### config.mk
export PLATFORM = sky130hd
export DESIGN_NAME = rle_delta_frame_to_hlines
export DESIGN_NICKNAME = d
export VERILOG_FILES = /design/src/sv/rdh_pkg.sv /design/src/sv/rdh_ctrl.sv /design/src/sv/rdh_datapath.sv /design/src/sv/rle_delta_frame_to_hlines.sv
export SDC_FILE = /design/constraint.sdc
export NUM_CORES = 1
export LEC_CHECK = 0
export ABC_AREA = 1
export BUFFER_PORTS_ARGS = -buffer_cell sky130_fd_sc_hd__buf_2
export CORE_AREA = 3 3 149 151
export CTS_CLUSTER_DIAMETER = 200
export CTS_CLUSTER_SIZE = 8
export DETAILED_ROUTE_END_ITERATION = 6
export DIE_AREA = 0 0 152 154
export GPL_ROUTABILITY_DRIVEN = 0
export GPL_TIMING_DRIVEN = 0
export MAX_ROUTING_LAYER = met4
export PLACE_DENSITY = 0.86
export SYNTH_ARGS = -nofsm -noshare
export SYNTH_HDL_FRONTEND = slang
export SYNTH_SLANG_ARGS = --single-unit
### constraint.sdc
create_clock -name i_clk -period 11.22 [get_ports i_clk]
set_clock_uncertainty 0.2 [all_clocks]
set_input_delay 0.561 -clock i_clk [delete_from_list [all_inputs] [get_ports i_clk]]
set_output_delay 0.561 -clock i_clk [all_outputs]
set_load 0.01 [all_outputs]
### src/sv/rdh_pkg.sv
// Shared types and constants for the run-length frame to line-command decoder.
// Used by rdh_ctrl, rdh_datapath and the top level; depends on nothing.
`default_nettype none

package rdh_pkg;

    localparam int MAX_WIDTH_DEF  = 128;
    localparam int MAX_HEIGHT_DEF = 64;

    // lines one run may emit before the frame-done command is held over
    localparam int MAX_RESULTS = 64;
    localparam int CNT_W       = $clog2(MAX_RESULTS + 1);

    localparam int CFG_IDX_W = 3;
    localparam int CFG_DAT_W = 16;

    localparam logic [CFG_IDX_W-1:0] REG_FRAME_WIDTH      = 3'd0;
    localparam logic [CFG_IDX_W-1:0] REG_FRAME_HEIGHT     = 3'd1;
    localparam logic [CFG_IDX_W-1:0] REG_ORIGIN_X         = 3'd2;
    localparam logic [CFG_IDX_W-1:0] REG_ORIGIN_Y         = 3'd3;
    localparam logic [CFG_IDX_W-1:0] REG_DRAW_COLOR       = 3'd4;
    localparam logic [CFG_IDX_W-1:0] REG_BACKGROUND_COLOR = 3'd5;

    // header bits 7..6
    localparam logic [1:0] TYPE_BITMAP = 2'b00;
    localparam logic [1:0] TYPE_DELTA  = 2'b10;

    typedef enum logic [1:0] {
        KIND_CLEAR = 2'd0,
        KIND_LINE  = 2'd1,
        KIND_DONE  = 2'd2,
        KIND_UNSUP = 2'd3
    } t_kind;

    typedef enum logic [1:0] {
        PH_HEADER = 2'd0,
        PH_RUN    = 2'd1,
        PH_CONT   = 2'd2,
        PH_DONE   = 2'd3
    } t_phase;

    localparam logic [1:0] COLOR_BG = 2'd0;
    localparam logic [1:0] COLOR_FG = 2'd1;

    typedef struct packed {
        logic load;       // latch the accepted byte
        logic emit_owed;  // send the held-over frame-done command
        logic decode;     // header, run or continuation byte
        logic prep;       // start of a run: wrap column, clear line count
        logic seg_step;   // one row segment of the run
        logic run_close;  // frame end check after the last segment
    } t_dp_cmd;

    typedef struct packed {
        logic owed_pending;
        logic out_free;
        logic dec_emits;
        logic dec_finish;
        logic seg_active;
        logic seg_emits;
        logic close_emits;
    } t_dp_status;

endpackage

`default_nettype wire

### src/sv/rdh_ctrl.sv
// Sequencer for the line-command decoder: steps one byte through decode and
// run splitting. Depends on rdh_pkg for the command and status structs.
`default_nettype none

module rdh_ctrl (
    input  wire                      i_clk,
    input  wire                      i_rst_n,
    input  wire                      i_frame_valid,
    output logic                     o_frame_stall,
    input  wire rdh_pkg::t_dp_status i_status,
    output rdh_pkg::t_dp_cmd         o_cmd
);

    typedef enum logic [5:0] {
        S_IDLE   = 6'b000001,
        S_OWED   = 6'b000010,
        S_DECODE = 6'b000100,
        S_PREP   = 6'b001000,
        S_SEG    = 6'b010000,
        S_CLOSE  = 6'b100000
    } t_state;

    t_state r_state;
    t_state n_state;

    assign o_frame_stall = (r_state != S_IDLE);

    always_comb begin
        n_state = r_state;
        o_cmd   = '0;
        case (r_state)
            S_IDLE: begin
                if (i_frame_valid) begin
                    o_cmd.load = 1'b1;
                    n_state = i_status.owed_pending ? S_OWED : S_DECODE;
                end
            end
            S_OWED: begin
                if (i_status.out_free) begin
                    o_cmd.emit_owed = 1'b1;
                    n_state = S_DECODE;
                end
            end
            S_DECODE: begin
                if (!i_status.dec_emits || i_status.out_free) begin
                    o_cmd.decode = 1'b1;
                    n_state = i_status.dec_finish ? S_PREP : S_IDLE;
                end
            end
            S_PREP: begin
                o_cmd.prep = 1'b1;
                n_state = S_SEG;
            end
            S_SEG: begin
                if (!i_status.seg_active) begin
                    n_state = S_CLOSE;
                end else if (!i_status.seg_emits || i_status.out_free) begin
                    o_cmd.seg_step = 1'b1;
                end
            end
            S_CLOSE: begin
                if (!i_status.close_emits || i_status.out_free) begin
                    o_cmd.run_close = 1'b1;
                    n_state = S_IDLE;
                end
            end
            default: begin
                n_state = S_IDLE;
            end
        endcase
    end

    always_ff @(posedge i_clk) begin
        if (!i_rst_n) begin
            r_state <= S_IDLE;
        end else begin
            r_state <= n_state;
        end
    end

endmodule

`default_nettype wire

### src/sv/rdh_datapath.sv
// Datapath of the line-command decoder: configuration registers, decode state,
// run splitting arithmetic and the output register. Depends on rdh_pkg.
`default_nettype none

module rdh_datapath #(
    parameter int MAX_WIDTH  = rdh_pkg::MAX_WIDTH_DEF,
    parameter int MAX_HEIGHT = rdh_pkg::MAX_HEIGHT_DEF
) (
    input  wire                              i_clk,
    input  wire                              i_rst_n,
    input  wire                              i_cfg_we,
    input  wire  [rdh_pkg::CFG_IDX_W-1:0]    i_cfg_index,
    input  wire  [rdh_pkg::CFG_DAT_W-1:0]    i_cfg_data,
    input  wire  [7:0]                       i_frame_byte,
    input  wire                              i_frame_start,
    input  wire rdh_pkg::t_dp_cmd            i_cmd,
    output wire rdh_pkg::t_dp_status         o_status,
    input  wire                              i_cmd_stall,
    output logic                             o_cmd_valid,
    output logic [1:0]                       o_kind,
    output logic signed [15:0]               o_pos_x,
    output logic signed [15:0]               o_pos_y,
    output logic [7:0]                       o_seg_length,
    output logic [15:0]                      o_seg_color,
    output logic                             o_last
);

    localparam int COL_W = $clog2(MAX_WIDTH);
    localparam int W_W   = $clog2(MAX_WIDTH + 1);
    localparam int ROW_W = $clog2(MAX_HEIGHT + 1);
    localparam int CNT_W = rdh_pkg::CNT_W;

    // configuration
    logic [7:0]  r_frame_width;
    logic [6:0]  r_frame_height;
    logic [15:0] r_origin_x;
    logic [15:0] r_origin_y;
    logic [15:0] r_draw_color;
    logic [15:0] r_background_color;

    // latched byte
    logic [7:0] r_byte;
    logic       r_start;

    // decode state
    rdh_pkg::t_phase   r_phase, n_phase;
    logic              r_delta, n_delta;
    logic [1:0]        r_prior, n_prior;
    logic [1:0]        r_run_color, n_run_color;
    logic [15:0]       r_run_len, n_run_len;
    logic [COL_W-1:0]  r_col, n_col;
    logic [ROW_W-1:0]  r_row, n_row;
    logic              r_owed, n_owed;
    logic [CNT_W-1:0]  r_count, n_count;

    // output register
    logic              r_out_valid, n_out_valid;
    rdh_pkg::t_kind    r_kind, n_kind;
    logic [15:0]       r_pos_x, n_pos_x;
    logic [15:0]       r_pos_y, n_pos_y;
    logic [7:0]        r_seg_length, n_seg_length;
    logic [15:0]       r_seg_color, n_seg_color;
    logic              r_last, n_last;

    // effective geometry
    logic [W_W-1:0]   w;
    logic [ROW_W-1:0] h;

    // byte decode
    logic [1:0] hdr_type;
    logic       is_run_phase;
    logic [2:0] delta_sum;
    logic [1:0] delta_color;

    // segment arithmetic
    logic [W_W-1:0]   col_x;
    logic [W_W-1:0]   room;
    logic [W_W-1:0]   seg;
    logic [W_W-1:0]   col_sum;
    logic             seg_wrap;
    logic [ROW_W-1:0] seg_row;
    logic [COL_W-1:0] seg_col;
    logic [15:0]      seg_left;
    logic             seg_more;
    logic             seg_done_next;
    logic             visible;
    logic             frame_end;

    always_comb begin
        if (r_frame_width == 8'd0) begin
            w = W_W'(1);
        end else if (32'(r_frame_width) > MAX_WIDTH) begin
            w = W_W'(MAX_WIDTH);
        end else begin
            w = W_W'(r_frame_width);
        end
        if (r_frame_height == 7'd0) begin
            h = ROW_W'(1);
        end else if (32'(r_frame_height) > MAX_HEIGHT) begin
            h = ROW_W'(MAX_HEIGHT);
        end else begin
            h = ROW_W'(r_frame_height);
        end
    end

    assign hdr_type     = r_byte[7:6];
    assign is_run_phase = (r_phase == rdh_pkg::PH_RUN) || (r_phase == rdh_pkg::PH_CONT);

    // prior + step + 1 is at most 5, so one conditional subtract gives mod 3
    assign delta_sum   = 3'(r_prior) + 3'(r_byte[6]) + 3'd1;
    assign delta_color = (delta_sum >= 3'd3) ? 2'(delta_sum - 3'd3) : 2'(delta_sum);

    assign col_x    = W_W'(r_col);
    assign room     = w - col_x;
    assign seg      = (r_run_len < 16'(room)) ? W_W'(r_run_len) : room;
    assign col_sum  = col_x + seg;
    assign seg_wrap = (col_sum >= w);
    assign seg_row  = seg_wrap ? r_row + ROW_W'(1) : r_row;
    assign seg_col  = seg_wrap ? '0 : COL_W'(col_sum);
    assign seg_left = r_run_len - 16'(seg);
    assign seg_more = (seg_left != 16'd0) && (seg_row < h);
    // this line counts as one, so the done command still fits below the cap
    assign seg_done_next = (seg_row >= h) && (r_count < CNT_W'(rdh_pkg::MAX_RESULTS - 1));
    assign visible   = (r_run_color == rdh_pkg::COLOR_FG)
                    || (r_delta && (r_run_color == rdh_pkg::COLOR_BG));
    assign frame_end = (r_row >= h);

    assign o_status.owed_pending = (r_phase == rdh_pkg::PH_DONE) && r_owed;
    assign o_status.out_free     = !r_out_valid || !i_cmd_stall;
    assign o_status.dec_emits    = r_start && (hdr_type != rdh_pkg::TYPE_DELTA);
    assign o_status.dec_finish   = !r_start && is_run_phase && !r_byte[7];
    assign o_status.seg_active   = (r_run_len != 16'd0) && (r_row < h);
    assign o_status.seg_emits    = visible;
    assign o_status.close_emits  = frame_end && (r_count < CNT_W'(rdh_pkg::MAX_RESULTS));

    always_comb begin
        n_phase      = r_phase;
        n_delta      = r_delta;
        n_prior      = r_prior;
        n_run_color  = r_run_color;
        n_run_len    = r_run_len;
        n_col        = r_col;
        n_row        = r_row;
        n_owed       = r_owed;
        n_count      = r_count;
        n_out_valid  = r_out_valid && i_cmd_stall;
        n_kind       = r_kind;
        n_pos_x      = r_pos_x;
        n_pos_y      = r_pos_y;
        n_seg_length = r_seg_length;
        n_seg_color  = r_seg_color;
        n_last       = r_last;

        if (i_cmd.emit_owed) begin
            n_owed       = 1'b0;
            n_out_valid  = 1'b1;
            n_kind       = rdh_pkg::KIND_DONE;
            n_pos_x      = '0;
            n_pos_y      = '0;
            n_seg_length = '0;
            n_seg_color  = '0;
            // a header other than delta emits behind it
            n_last       = !(r_start && (hdr_type != rdh_pkg::TYPE_DELTA));
        end

        if (i_cmd.decode) begin
            if (r_start) begin
                n_col       = '0;
                n_row       = '0;
                n_run_len   = '0;
                n_run_color = '0;
                if (hdr_type == rdh_pkg::TYPE_BITMAP) begin
                    n_phase      = rdh_pkg::PH_HEADER;
                    n_delta      = 1'b0;
                    n_prior      = '0;
                    n_out_valid  = 1'b1;
                    n_kind       = rdh_pkg::KIND_UNSUP;
                    n_pos_x      = '0;
                    n_pos_y      = '0;
                    n_seg_length = '0;
                    n_seg_color  = '0;
                    n_last       = 1'b1;
                end else begin
                    n_phase = rdh_pkg::PH_RUN;
                    n_delta = (hdr_type == rdh_pkg::TYPE_DELTA);
                    n_prior = r_byte[1:0];
                    if (hdr_type != rdh_pkg::TYPE_DELTA) begin
                        n_out_valid  = 1'b1;
                        n_kind       = rdh_pkg::KIND_CLEAR;
                        n_pos_x      = r_origin_x;
                        n_pos_y      = r_origin_y;
                        n_seg_length = '0;
                        n_seg_color  = r_background_color;
                        n_last       = 1'b1;
                    end
                end
            end else if (r_phase == rdh_pkg::PH_RUN) begin
                if (r_delta) begin
                    n_run_color = delta_color;
                    n_run_len   = 16'(r_byte[5:0]);
                end else begin
                    n_run_color = 2'd1 - r_prior;
                    n_run_len   = 16'(r_byte[6:0]);
                end
                if (r_byte[7]) begin
                    n_phase = rdh_pkg::PH_CONT;
                end
            end else if (r_phase == rdh_pkg::PH_CONT) begin
                n_run_len = {r_run_len[8:0], r_byte[6:0]};
            end
        end

        if (i_cmd.prep) begin
            n_prior = r_run_color;
            n_count = '0;
            if (col_x >= w) begin
                n_col = '0;
                n_row = r_row + ROW_W'(1);
            end
        end

        if (i_cmd.seg_step) begin
            n_col     = seg_col;
            n_row     = seg_row;
            n_run_len = seg_left;
            if (visible) begin
                n_count      = r_count + CNT_W'(1);
                n_out_valid  = 1'b1;
                n_kind       = rdh_pkg::KIND_LINE;
                n_pos_x      = r_origin_x + 16'(r_col);
                n_pos_y      = r_origin_y + 16'(r_row);
                n_seg_length = 8'(seg);
                n_seg_color  = (r_run_color == rdh_pkg::COLOR_FG) ? r_draw_color
                                                                  : r_background_color;
                n_last       = !seg_more && !seg_done_next;
            end
        end

        if (i_cmd.run_close) begin
            n_run_len = '0;
            if (frame_end) begin
                n_phase = rdh_pkg::PH_DONE;
                if (r_count < CNT_W'(rdh_pkg::MAX_RESULTS)) begin
                    n_out_valid  = 1'b1;
                    n_kind       = rdh_pkg::KIND_DONE;
                    n_pos_x      = '0;
                    n_pos_y      = '0;
                    n_seg_length = '0;
                    n_seg_color  = '0;
                    n_last       = 1'b1;
                end else begin
                    n_owed = 1'b1;
                end
            end else begin
                n_phase = rdh_pkg::PH_RUN;
            end
        end
    end

    always_ff @(posedge i_clk) begin
        if (!i_rst_n) begin
            r_frame_width      <= 8'd128;
            r_frame_height     <= 7'd64;
            r_origin_x         <= '0;
            r_origin_y         <= '0;
            r_draw_color       <= 16'd1;
            r_background_color <= '0;
        end else if (i_cfg_we) begin
            case (i_cfg_index)
                rdh_pkg::REG_FRAME_WIDTH:      r_frame_width      <= i_cfg_data[7:0];
                rdh_pkg::REG_FRAME_HEIGHT:     r_frame_height     <= i_cfg_data[6:0];
                rdh_pkg::REG_ORIGIN_X:         r_origin_x         <= i_cfg_data;
                rdh_pkg::REG_ORIGIN_Y:         r_origin_y         <= i_cfg_data;
                rdh_pkg::REG_DRAW_COLOR:       r_draw_color       <= i_cfg_data;
                rdh_pkg::REG_BACKGROUND_COLOR: r_background_color <= i_cfg_data;
                default: begin
                end
            endcase
        end
    end

    always_ff @(posedge i_clk) begin
        if (!i_rst_n) begin
            r_phase     <= rdh_pkg::PH_HEADER;
            r_delta     <= 1'b0;
            r_prior     <= '0;
            r_run_color <= '0;
            r_run_len   <= '0;
            r_col       <= '0;
            r_row       <= '0;
            r_owed      <= 1'b0;
            r_count     <= '0;
            r_out_valid <= 1'b0;
        end else begin
            r_phase     <= n_phase;
            r_delta     <= n_delta;
            r_prior     <= n_prior;
            r_run_color <= n_run_color;
            r_run_len   <= n_run_len;
            r_col       <= n_col;
            r_row       <= n_row;
            r_owed      <= n_owed;
            r_count     <= n_count;
            r_out_valid <= n_out_valid;
        end
    end

    always_ff @(posedge i_clk) begin
        if (i_cmd.load) begin
            r_byte  <= i_frame_byte;
            r_start <= i_frame_start;
        end
        r_kind       <= n_kind;
        r_pos_x      <= n_pos_x;
        r_pos_y      <= n_pos_y;
        r_seg_length <= n_seg_length;
        r_seg_color  <= n_seg_color;
        r_last       <= n_last;
    end

    assign o_cmd_valid  = r_out_valid;
    assign o_kind       = r_kind;
    assign o_pos_x      = r_pos_x;
    assign o_pos_y      = r_pos_y;
    assign o_seg_length = r_seg_length;
    assign o_seg_color  = r_seg_color;
    assign o_last       = r_last;

endmodule

`default_nettype wire

### src/sv/rle_delta_frame_to_hlines.sv
// Run-length frame decoder top level: controller plus datapath.
// Depends on rdh_pkg, rdh_ctrl and rdh_datapath.
//
// Takes a run-length coded monochrome frame one byte per request and returns
// clear-rectangle, horizontal-line, frame-done and unsupported-frame commands,
// with o_last set on the final command caused by each byte. One byte is taken
// at a time: a byte that ends no run is accepted and then decoded, with a
// held-over frame-done command sent in between when one is owed. A byte that
// ends a run then goes through a prepare step, one segment step per row
// segment the run covers (at most one per frame row), a step that sees the
// run is spent, and a close step.
// Every emitted command also waits for the single output register to drain,
// so a stalled consumer adds its stall cycles.
// Configuration writes are taken in any cycle and should only be made while
// no byte is in flight.
`default_nettype none

module rle_delta_frame_to_hlines #(
    parameter int MAX_WIDTH  = rdh_pkg::MAX_WIDTH_DEF,
    parameter int MAX_HEIGHT = rdh_pkg::MAX_HEIGHT_DEF
) (
    input  wire                              i_clk,
    input  wire                              i_rst_n,
    input  wire                              i_cfg_valid,
    output logic                             o_cfg_ready,
    input  wire  [rdh_pkg::CFG_IDX_W-1:0]    i_cfg_index,
    input  wire  [rdh_pkg::CFG_DAT_W-1:0]    i_cfg_data,
    input  wire                              i_frame_valid,
    output logic                             o_frame_stall,
    input  wire  [7:0]                       i_frame_byte,
    input  wire                              i_frame_start,
    output logic                             o_cmd_valid,
    input  wire                              i_cmd_stall,
    output logic [1:0]                       o_kind,
    output logic signed [15:0]               o_pos_x,
    output logic signed [15:0]               o_pos_y,
    output logic [7:0]                       o_seg_length,
    output logic [15:0]                      o_seg_color,
    output logic                             o_last
);

    rdh_pkg::t_dp_cmd    cmd;
    rdh_pkg::t_dp_status status;

    assign o_cfg_ready = 1'b1;

    rdh_ctrl u_ctrl (
        .i_clk         (i_clk),
        .i_rst_n       (i_rst_n),
        .i_frame_valid (i_frame_valid),
        .o_frame_stall (o_frame_stall),
        .i_status      (status),
        .o_cmd         (cmd)
    );

    rdh_datapath #(
        .MAX_WIDTH  (MAX_WIDTH),
        .MAX_HEIGHT (MAX_HEIGHT)
    ) u_datapath (
        .i_clk         (i_clk),
        .i_rst_n       (i_rst_n),
        .i_cfg_we      (i_cfg_valid && o_cfg_ready),
        .i_cfg_index   (i_cfg_index),
        .i_cfg_data    (i_cfg_data),
        .i_frame_byte  (i_frame_byte),
        .i_frame_start (i_frame_start),
        .i_cmd         (cmd),
        .o_status      (status),
        .i_cmd_stall   (i_cmd_stall),
        .o_cmd_valid   (o_cmd_valid),
        .o_kind        (o_kind),
        .o_pos_x       (o_pos_x),
        .o_pos_y       (o_pos_y),
        .o_seg_length  (o_seg_length),
        .o_seg_color   (o_seg_color),
        .o_last        (o_last)
    );

endmodule

`default_nettype wire

==> results of run 1 <==
==> cell families (layout without fill, tap and decap cells) <==
logic type	after synthesis	count (layout)	share of synthesized area [%]
xor gates and xnor gates	38	38	2.75
AOI/OAI and AO/OA	393	393	17.4
muxes	1	1	0.0931
adders and majority gates	80	80	8.71
buffers and inverters	275	400	9.23
other	1	1	0.0310
DFF	199	199	33.7
and+or+nand+nor	805	805	28.1
==> path summary, 6_finish.rpt <==
check                                   start               endpoint  slack, ps  cells after the start
hold reg to reg         u_datapath.r_count[3]  u_datapath.r_count[3]        280                      2
hold / removal                i_frame_byte[7]   u_datapath.r_byte[7]         80                      1
setup / recovery  u_datapath.r_frame_width[0]      u_datapath.o_last       2720                     42
setup reg to reg  u_datapath.r_frame_width[0]      u_datapath.o_last       2720                     42
==> synth_stat cells, drive strengths merged, types with 4 or more instances <==
cell type,n
ha,73
xor2,28
dfxtp,190
a31oi,6
o211ai,13
nand4,25
nand3,139
o21a,7
nor3,16
nand3b,8
o21ai,172
a21oi,172
buf,43
fa,7
xnor2,10
nor2,234
nand2,377
a32oi,8
edfxtp,9
inv,199
o22ai,4
clkbuf,32
==> metal layers <==
layer | vias to the layer above | track usage (%) | routed length (um)
li1 | 6147 | - | -
met5 | - | - | 0
met4 | 0 | 14.9 | 1810
met1 | 6044 | 43.4 | 15500
met3 | 174 | 7.06 | 5080
met2 | 948 | 52.9 | 17700
==> worst max-delay path, delay by kind of cell, from the launching register on <==
kind	cells	cell delay [ps]
AND/OR/NAND/NOR	18	2100
adder cells (fa/ha/maj)	7	2320
AO/OA/AOI/OAI	10	2710
XOR/XNOR	1	180
buffers and inverters	6	620
flip-flops	1	330
==> per-stage QoR <==
stage	cell area, um^2	std cells
after floorplan	12100	1792
after detailed placement	12900	2160
final	13600	2192
after global placement	12900	2160
after global routing	13600	2192
after CTS	13600	2192
==> state kept, by name, summed over array words and instances (netlist names), 16 cells and up <==
signal                         count
u_datapath.o_seg_color            16
u_datapath.o_pos_x                16
u_datapath.r_origin_y             16
u_datapath.r_draw_color           16
u_datapath.r_background_color     16
u_datapath.r_origin_x             16
u_datapath.o_pos_y                16
u_datapath.r_run_len              16
==> cell type report <==
class,instances,area (um^2)
timing repair buffer,93,465
tap,275,344
clock buffer,17,425
fill,1804,7400
clock inverter,15,219
multi-input combinational,1318,6910
buffer,75,367
sequential,199,4070
inverter,200,751
==> where the power goes <==
part / switching [mW] / total, mW / internal, mW
Sequential: 0.0609 / 0.842 / 0.781
Combinational: 0.728 / 1.08 / 0.349
Clock: 0.351 / 0.666 / 0.316
Total: 1.14 / 2.59 / 1.45
==> impl_metrics.ini, run 1 <==
[status]
outcome = complete, but fails checks
violations = design-rule violations

[timing]
rsz0062_at_grt = no
hold_slack_ps = 79.5
fmax_mhz = 118
worstMarginPinSlew_ps = 1020
fin_crit_ps = 8500
drv_slew = 0
hold_violations = 0
worst_slack_ps = 2720
setup_tns_ps = 0
slew_headroom_pct = 31.4
setup_viol = 0
finalCritPeriodShare_pct = 75.8

[pwr]
power.leakage_nw = 6.35
pwr_density_cell_nw_per_um2 = 191
fin_total_pwr_mw = 2.59
irDropWorstVdd_v = 0.000115

[synthesis]
synth_edf_count = 9
async_reset_ff_share_pct = 0
synth_top_cell_by_area = dfxtp_1
synthFlopType = dfxtp_1
synth-seq-cells = 199
syn_inst = 1792
yosys_warnings = 0
syn_nets = 1905
avgSynthCellArea_um2 = 6.75
syn_area_um2 = 12100
synth_seq_area_share_pct = 33.7
synthTopCellsByArea = dfxtp_1 (31%), nand2_1 (12%), ha_1 (7.5%)
synth_cell_types = 50
synth_top_area_share_pct = 31.4

[final_layout]
nets = 2017
final_common_cell = nand2_1
area_growth_pct = 12.0
drive_gt1_share_pct = 9.96
antenna_cells = 0
final_cell_mix = nand2_1 (375), nor2_1 (224), inv_1 (191)
utilization_pct = 64.7

[drt]
routed-via-count = 13300
antenna_left = 0
drt_iter0_markers = 1669
vias_per_cell = 6.07
route.detailed.drc = 3
routed_wl_um = 40100
avgRoutedWirePerCell_um = 18.3
dr.pass1.iters = 7

[grt]
grt_max_degree = 25
overflow = 0
grt.total_usage_pct = 34.1
antenna_found_initial = 0
first_global_vias = 12400
grt_pass1_wl_um = 63600

[floorplanning]
start_util_pct = 57.7
rows = 53
die_x_um = 152
die_h_um = 154
io_pins = 95
core_um2 = 21000
die_area_um2 = 23400

[critical_path]
worstPathRequired_ps = 11420
worstSetupStartpointType = flip-flop
endpoint_kind = flip-flop
path_common_cell = nand2_1
slowest_delay_ps = 780
slowest_stage = o21ai_0
path_class = flip-flop to flip-flop
cp_data_arrival_time_ps = 8710
cp_max_fo = 8

[clocking]
htreeDepth = 4
cts_setup_buffers = 0
clk_pin_slew_ps = 90
hold_buffers = 0
cts-buffers-inserted = 17
cts.sinks = 199
cts_tree = built
ctsLongestPathBuffers = 2
ctsResizeCount = 0
clk_latency_ps = 460
clock-root-buffer = clkbuf_16

[placed_design]
dp_hpwl_um = 29300
place_ws_ps = 3000
numPortBuffers = 93

[job]
maxCapViolations = 0

[hold_path]
hp-class = primary input to flip-flop
No activity file was read; power rests on OpenSTA's default activity.
==> run 2: changes to the inputs <==
--- a/config.mk
+++ b/config.mk
@@ -5,17 +5,17 @@
 export SDC_FILE = /design/constraint.sdc
 export NUM_CORES = 1
 export LEC_CHECK = 0
-export ABC_AREA = 1
+export ABC_AREA = 0
 export BUFFER_PORTS_ARGS = -buffer_cell sky130_fd_sc_hd__buf_2
-export CORE_AREA = 3 3 149 151
+export CORE_AREA = 3 3 144 146
 export CTS_CLUSTER_DIAMETER = 200
 export CTS_CLUSTER_SIZE = 8
 export DETAILED_ROUTE_END_ITERATION = 6
-export DIE_AREA = 0 0 152 154
+export DIE_AREA = 0 0 147 149
 export GPL_ROUTABILITY_DRIVEN = 0
 export GPL_TIMING_DRIVEN = 0
 export MAX_ROUTING_LAYER = met4
-export PLACE_DENSITY = 0.86
+export PLACE_DENSITY = 0.85
 export SYNTH_ARGS = -nofsm -noshare
 export SYNTH_HDL_FRONTEND = slang
 export SYNTH_SLANG_ARGS = --single-unit
==> constraint.sdc (replaced) <==
create_clock -name i_clk -period 8.1 [get_ports i_clk]
set_clock_uncertainty 0.2 [all_clocks]
set_input_delay 0.405 -clock i_clk [delete_from_list [all_inputs] [get_ports i_clk]]
set_output_delay 0.405 -clock i_clk [all_outputs]
set_load 0.01 [all_outputs]
==> impl_metrics.ini, run 2 <==
[final_layout]
final_cell_mix = nand2_1 (252), dfxtp_1 (187), a21oi_1 (167)
nets = 1638
final_common_cell = nand2_1
design_area_um2 = 13000
area_growth_pct = 16.0
fin_cells = 1803
antenna_cells = 0
drive_gt1_share_pct = 13.8

[synthesis]
synth_seq_area_share_pct = 36.3
yosys_warnings = 0
synth_top_area_share_pct = 33.9
netlist_top_cells_count = nand2_1 (253), dfxtp_1 (190), a21oi_1 (172), nor2_1 (108), ha_1 (73)
syn_inst = 1392
synth_top_cell_by_area = dfxtp_1
syn_area_um2 = 11200
async_reset_ff_share_pct = 0
synthTopCellsByArea = dfxtp_1 (34%), nand2_1 (8.5%), ha_1 (8.1%)
synthFlopType = dfxtp_1
yosysMostFrequentCell = nand2_1
synth-seq-cells = 199
avgSynthCellArea_um2 = 8.05
synth_edf_count = 9
synth_cell_types = 71
syn_nets = 1505

[critical_path]
reg2reg_depth = 38
slowest_delay_ps = 430
critPathLaunch = u_datapath.r_frame_width[7]
endpoint_kind = flip-flop
worstSetupPathDepth = 38
r2r-start = u_datapath.r_frame_width[7]
cp_data_arrival_time_ps = 8000
ff2ff_setup_slack_ps = 270
worstSetupStartpointType = flip-flop
cp-endpoint = u_datapath.o_last
path_class = flip-flop to flip-flop
slowest_stage = dfxtp_2
worstPathRequired_ps = 8270
reg2reg_to = u_datapath.o_last
cp_max_fo = 8
crit_family = compound AO/OA/AOI/OAI gates
crit_buf_inv = 5

[timing]
worst_slack_ps = 271
slew_headroom_pct = 8.85
worstMarginPinSlew_ps = 1360
drv_slew = 0
setup_viol = 0
finalCritPeriodShare_pct = 96.7
hold_violations = 0
fin_crit_ps = 7830
fmax_mhz = 128

[placed_design]
dp_hpwl_um = 24900
dpl-instance-area_um2 = 12000
place_ws_ps = -1030
place_inst = 1749
numPortBuffers = 92

[clocking]
cts_tree = built
clk_latency_ps = 460
ctsLongestPathBuffers = 2
clock-root-buffer = clkbuf_16
htreeDepth = 4
cts-buffers-inserted = 17
cts.sinks = 199
clk_pin_slew_ps = 80

[grt]
grt_max_degree = 25
first_global_vias = 10600
grt_pass1_wl_um = 53800
antenna_found_initial = 0
overflow = 0
grt.total_usage_pct = 31.4

[job]
maxCapViolations = 0

[floorplanning]
die_area_um2 = 21900
start_util_pct = 57.4
die_h_um = 149
rows = 51
io_pins = 95
core_um2 = 19500
die_x_um = 147

[pwr]
power.leakage_nw = 5.43
irDropWorstVdd_v = 0.000144
pwr_density_cell_nw_per_um2 = 185

[drt]
drt_iter0_markers = 1132
route.detailed.drc = 0
vias_per_cell = 6.35
routed-via-count = 11500
dr.pass1.iters = 5
routed_wl_um = 35700
antenna_left = 0
avgRoutedWirePerCell_um = 19.8

[status]
outcome = finished, final reports clean

[hold_path]
hp-class = primary input to flip-flop
## run 2: cell count changes after synthesis, sizes merged, moves of 17 or more
cell	before	now
clkbuf	32	49
nand4	25	6
nand3	139	26
o21ai	172	49
a22oi	0	35
mux2	1	19
nor2	234	110
inv	199	53
a211oi	3	43
buf	43	14
nand2	377	253
## run 2: kinds of logic (layout without fill, tap and decap cells)
logic type | after synthesis | count (layout) | synth area share (%)
AND/OR/NAND/NOR | 514 | 514 | 20.8
AO/OA/AOI/OAI | 415 | 415 | 23.7
flip-flops | 199 | 199 | 36.3
buffers and inverters | 117 | 263 | 4.06
adder cells (fa/ha/maj) | 80 | 80 | 9.40
XOR/XNOR | 40 | 40 | 3.12
multiplexers | 26 | 26 | 2.53
other | 1 | 1 | 0.0334
## run 2: worst min-delay path by stage
| stage | from | to | cells past startpoint |
|---|---|---|---|
| finish | i_frame_valid | u_ctrl.r_state[0] | 2 |
| global route | i_cfg_data[11] | u_datapath.r_origin_y[11] | 3 |
| CTS | i_cfg_data[14] | u_datapath.r_origin_y[14] | 3 |
| detailed placement | u_datapath.o_pos_y[8] | u_datapath.o_pos_y[8] | 2 |
| global placement | u_datapath.o_pos_y[8] | u_datapath.o_pos_y[8] | 2 |
| floorplan | u_datapath.r_draw_color[10] | u_datapath.r_draw_color[10] | 2 |
## run 2: metal layers
metal / track usage [%] / vias up / part of all wire (%)
met5: - / - / 0
met4: 16.4 / 0 / 5.2
met3: 5.29 / 153 / 10
met2: 49.1 / 743 / 46
met1: 39.2 / 5317 / 39
li1: - / 5242 / -
## run 2: timing repair
item,4_1_cts,5_1_grt
gates resized for setup,11,33
setup endpoints to repair,15,4
hold buffers,9,0
endpoints found under the hold margin,9,0
buffers inserted,6,8
pin swaps,5,16
## run 2: area by class of cell
type,instances,area [um^2]
multi-input cells,1076,6830
fillers,1588,6520
flip-flops and latches,199,4080
repair buffers,115,659
clock buffers,17,425
well taps,265,332
plain buffers,62,249
clock inverters,15,229
inverters,54,206
## run 2: power by group
part	leakage (nW)	total (mW)	switching, mW	internal (mW)
Sequential	1.62	1.08	0.0446	1.03
Combinational	3.49	0.397	0.242	0.155
Clock	0.313	0.925	0.486	0.439
## run 2: metrics by stage
stage	TNS, ps	power (mW)	util (%)	hold WS (ps)
after floorplan	0	1.33	-	234
after global placement	-1320	1.44	61.5	239
after detailed placement	-2850	1.46	61.5	249
after CTS	0	2.37	65.7	24.5
after global routing	-52.7	2.47	66.6	20.9
final	0	2.40	66.6	26.6
==> run 3: changes to the inputs <==
--- a/config.mk
+++ b/config.mk
@@ -16,6 +16,7 @@
 export GPL_TIMING_DRIVEN = 0
 export MAX_ROUTING_LAYER = met4
 export PLACE_DENSITY = 0.85
+export RECOVER_POWER = 50
 export SYNTH_ARGS = -nofsm -noshare
 export SYNTH_HDL_FRONTEND = slang
 export SYNTH_SLANG_ARGS = --single-unit
==> impl_metrics.ini, run 3 (synthesized netlist as in run 2, its figures left out) <==
[critical_path]
worstPathRequired_ps = 8270
critPathLaunch = u_datapath.r_frame_width[7]
cp_data_arrival_time_ps = 8000
path_class = flip-flop to flip-flop
endpoint_kind = flip-flop
slowest_stage = dfxtp_2
ff2ff_setup_slack_ps = 270
r2r-start = u_datapath.r_frame_width[7]
crit_buf_inv = 5
cp_max_fo = 8
crit_family = compound AO/OA/AOI/OAI gates
slowest_delay_ps = 430
worstSetupStartpointType = flip-flop

[placed_design]
place_ws_ps = -1030
numPortBuffers = 92
dp_hpwl_um = 24900
dpl-instance-area_um2 = 12000
place_inst = 1749

[drt]
routed_wl_um = 35700
antenna_left = 0
route.detailed.drc = 0
drt_iter0_markers = 1121
dr.pass1.iters = 6
avgRoutedWirePerCell_um = 19.8
vias_per_cell = 6.38
routed-via-count = 11500

[timing]
setup_tns_ps = 0
worst_slack_ps = 273
drv_slew = 0
fin_crit_ps = 7830
fmax_mhz = 128
setup_viol = 0
slew_headroom_pct = 5.86
hold_slack_ps = 26.9
worstMarginPinSlew_ps = 1400
finalCritPeriodShare_pct = 96.6
hold_violations = 0

[floorplanning]
start_util_pct = 57.4
rows = 51
die_area_um2 = 21900
die_h_um = 149
core_um2 = 19500
die_x_um = 147
io_pins = 95

[pwr]
p_clk_share_pct = 38.6
cellInternalPower_mw = 1.62
irDropWorstVdd_v = 0.000143
power.leakage_nw = 5.17
switching_share_pct = 32.3
power_frac_seq_pct = 45.1
fin_total_pwr_mw = 2.39
pwr-share-comb_pct = 16.4
pwr_density_cell_nw_per_um2 = 185
power_switching_mw = 0.773

[final_layout]
drive_gt1_share_pct = 9.88
design_area_um2 = 12900
antenna_cells = 0
utilization_pct = 66.2
num-fill-cells = 1625
area_growth_pct = 15.3
fin_cells = 1803
final_common_cell = nand2_1
nets = 1638
final_cell_mix = nand2_1 (252), dfxtp_1 (187), a21oi_1 (167)

[clocking]
ctsLongestPathBuffers = 2
cts-buffers-inserted = 17
cts_tree = built
clk_pin_slew_ps = 90
clk_latency_ps = 460
clock-root-buffer = clkbuf_16
htreeDepth = 4
cts.sinks = 199

[grt]
antenna_found_initial = 0
grt_max_degree = 25
grt.total_usage_pct = 31.4
grt_pass1_wl_um = 53800
overflow = 0
first_global_vias = 10600

[hold_path]
min-delay-start = i_cfg_data[14]
hp-class = primary input to flip-flop

[status]
outcome = finished, final reports clean

[job]
maxCapViolations = 0
-- run 3: changes by cell type in the layout (fill, tap and decap cells not counted), sizes merged --
cell | before | now
buf | 120 | 57
clkbuf | 65 | 128
-- run 3: worst paths after layout --
| kind | endpoint | cells past startpoint |
|---|---|---|
| max | u_datapath.o_last | 38 |
| min | u_datapath.r_draw_color[14] | 3 |
| max reg2reg | u_datapath.o_last | 38 |
| min reg2reg | u_datapath.r_draw_color[11] | 2 |
-- run 3: cell type report --
cell class / instances / area [um^2] / area share, %
Tap cell: 265 / 332 / 2.56
Sequential cell: 199 / 4080 / 31.5
Inverter: 54 / 206 / 1.60
Buffer: 62 / 249 / 1.93
Clock inverter: 15 / 229 / 1.77
Multi-Input combinational cell: 1076 / 6830 / 52.8
Timing Repair Buffer: 115 / 583 / 4.51
Clock buffer: 17 / 425 / 3.29
-- run 3: routing by layer --
metal | up-vias | global-route usage (%) | share of wire, %
met1 | 5355 | 39.2 | 38
met3 | 152 | 5.29 | 11
met2 | 755 | 49.1 | 46
met4 | 0 | 16.4 | 5.2
li1 | 5244 | - | -
met5 | - | - | 0
-- run 3: power by group through the flow --
stage,Combinational (mW),Clock (mW),Sequential (mW)
final,0.392,0.924,1.08
after CTS,0.377,0.919,1.08
after global placement,0.348,0,1.10
after global routing,0.419,0.961,1.08
after floorplan,0.233,0,1.10
after detailed placement,0.358,0,1.10
-- run 3: what timing repair did --
item | 4_1_cts | 5_1_grt
pin swaps | 5 | 16
hold endpoints to repair | 9 | 0
hold buffers | 9 | 0
endpoints found under the setup margin | 15 | 4
gates resized for setup | 11 | 33
buffers inserted | 6 | 8
-- run 3: worst register-to-register path, delay by kind of cell, from the launching register on --
kind	cells	cell delay (ps)
AO/OA/AOI/OAI	16	2740
XOR/XNOR	1	160
adder cells (fa/ha/maj)	5	1720
buffers and inverters	5	660
flip-flops	1	430
multiplexers	2	650
AND/OR/NAND/NOR	9	1190
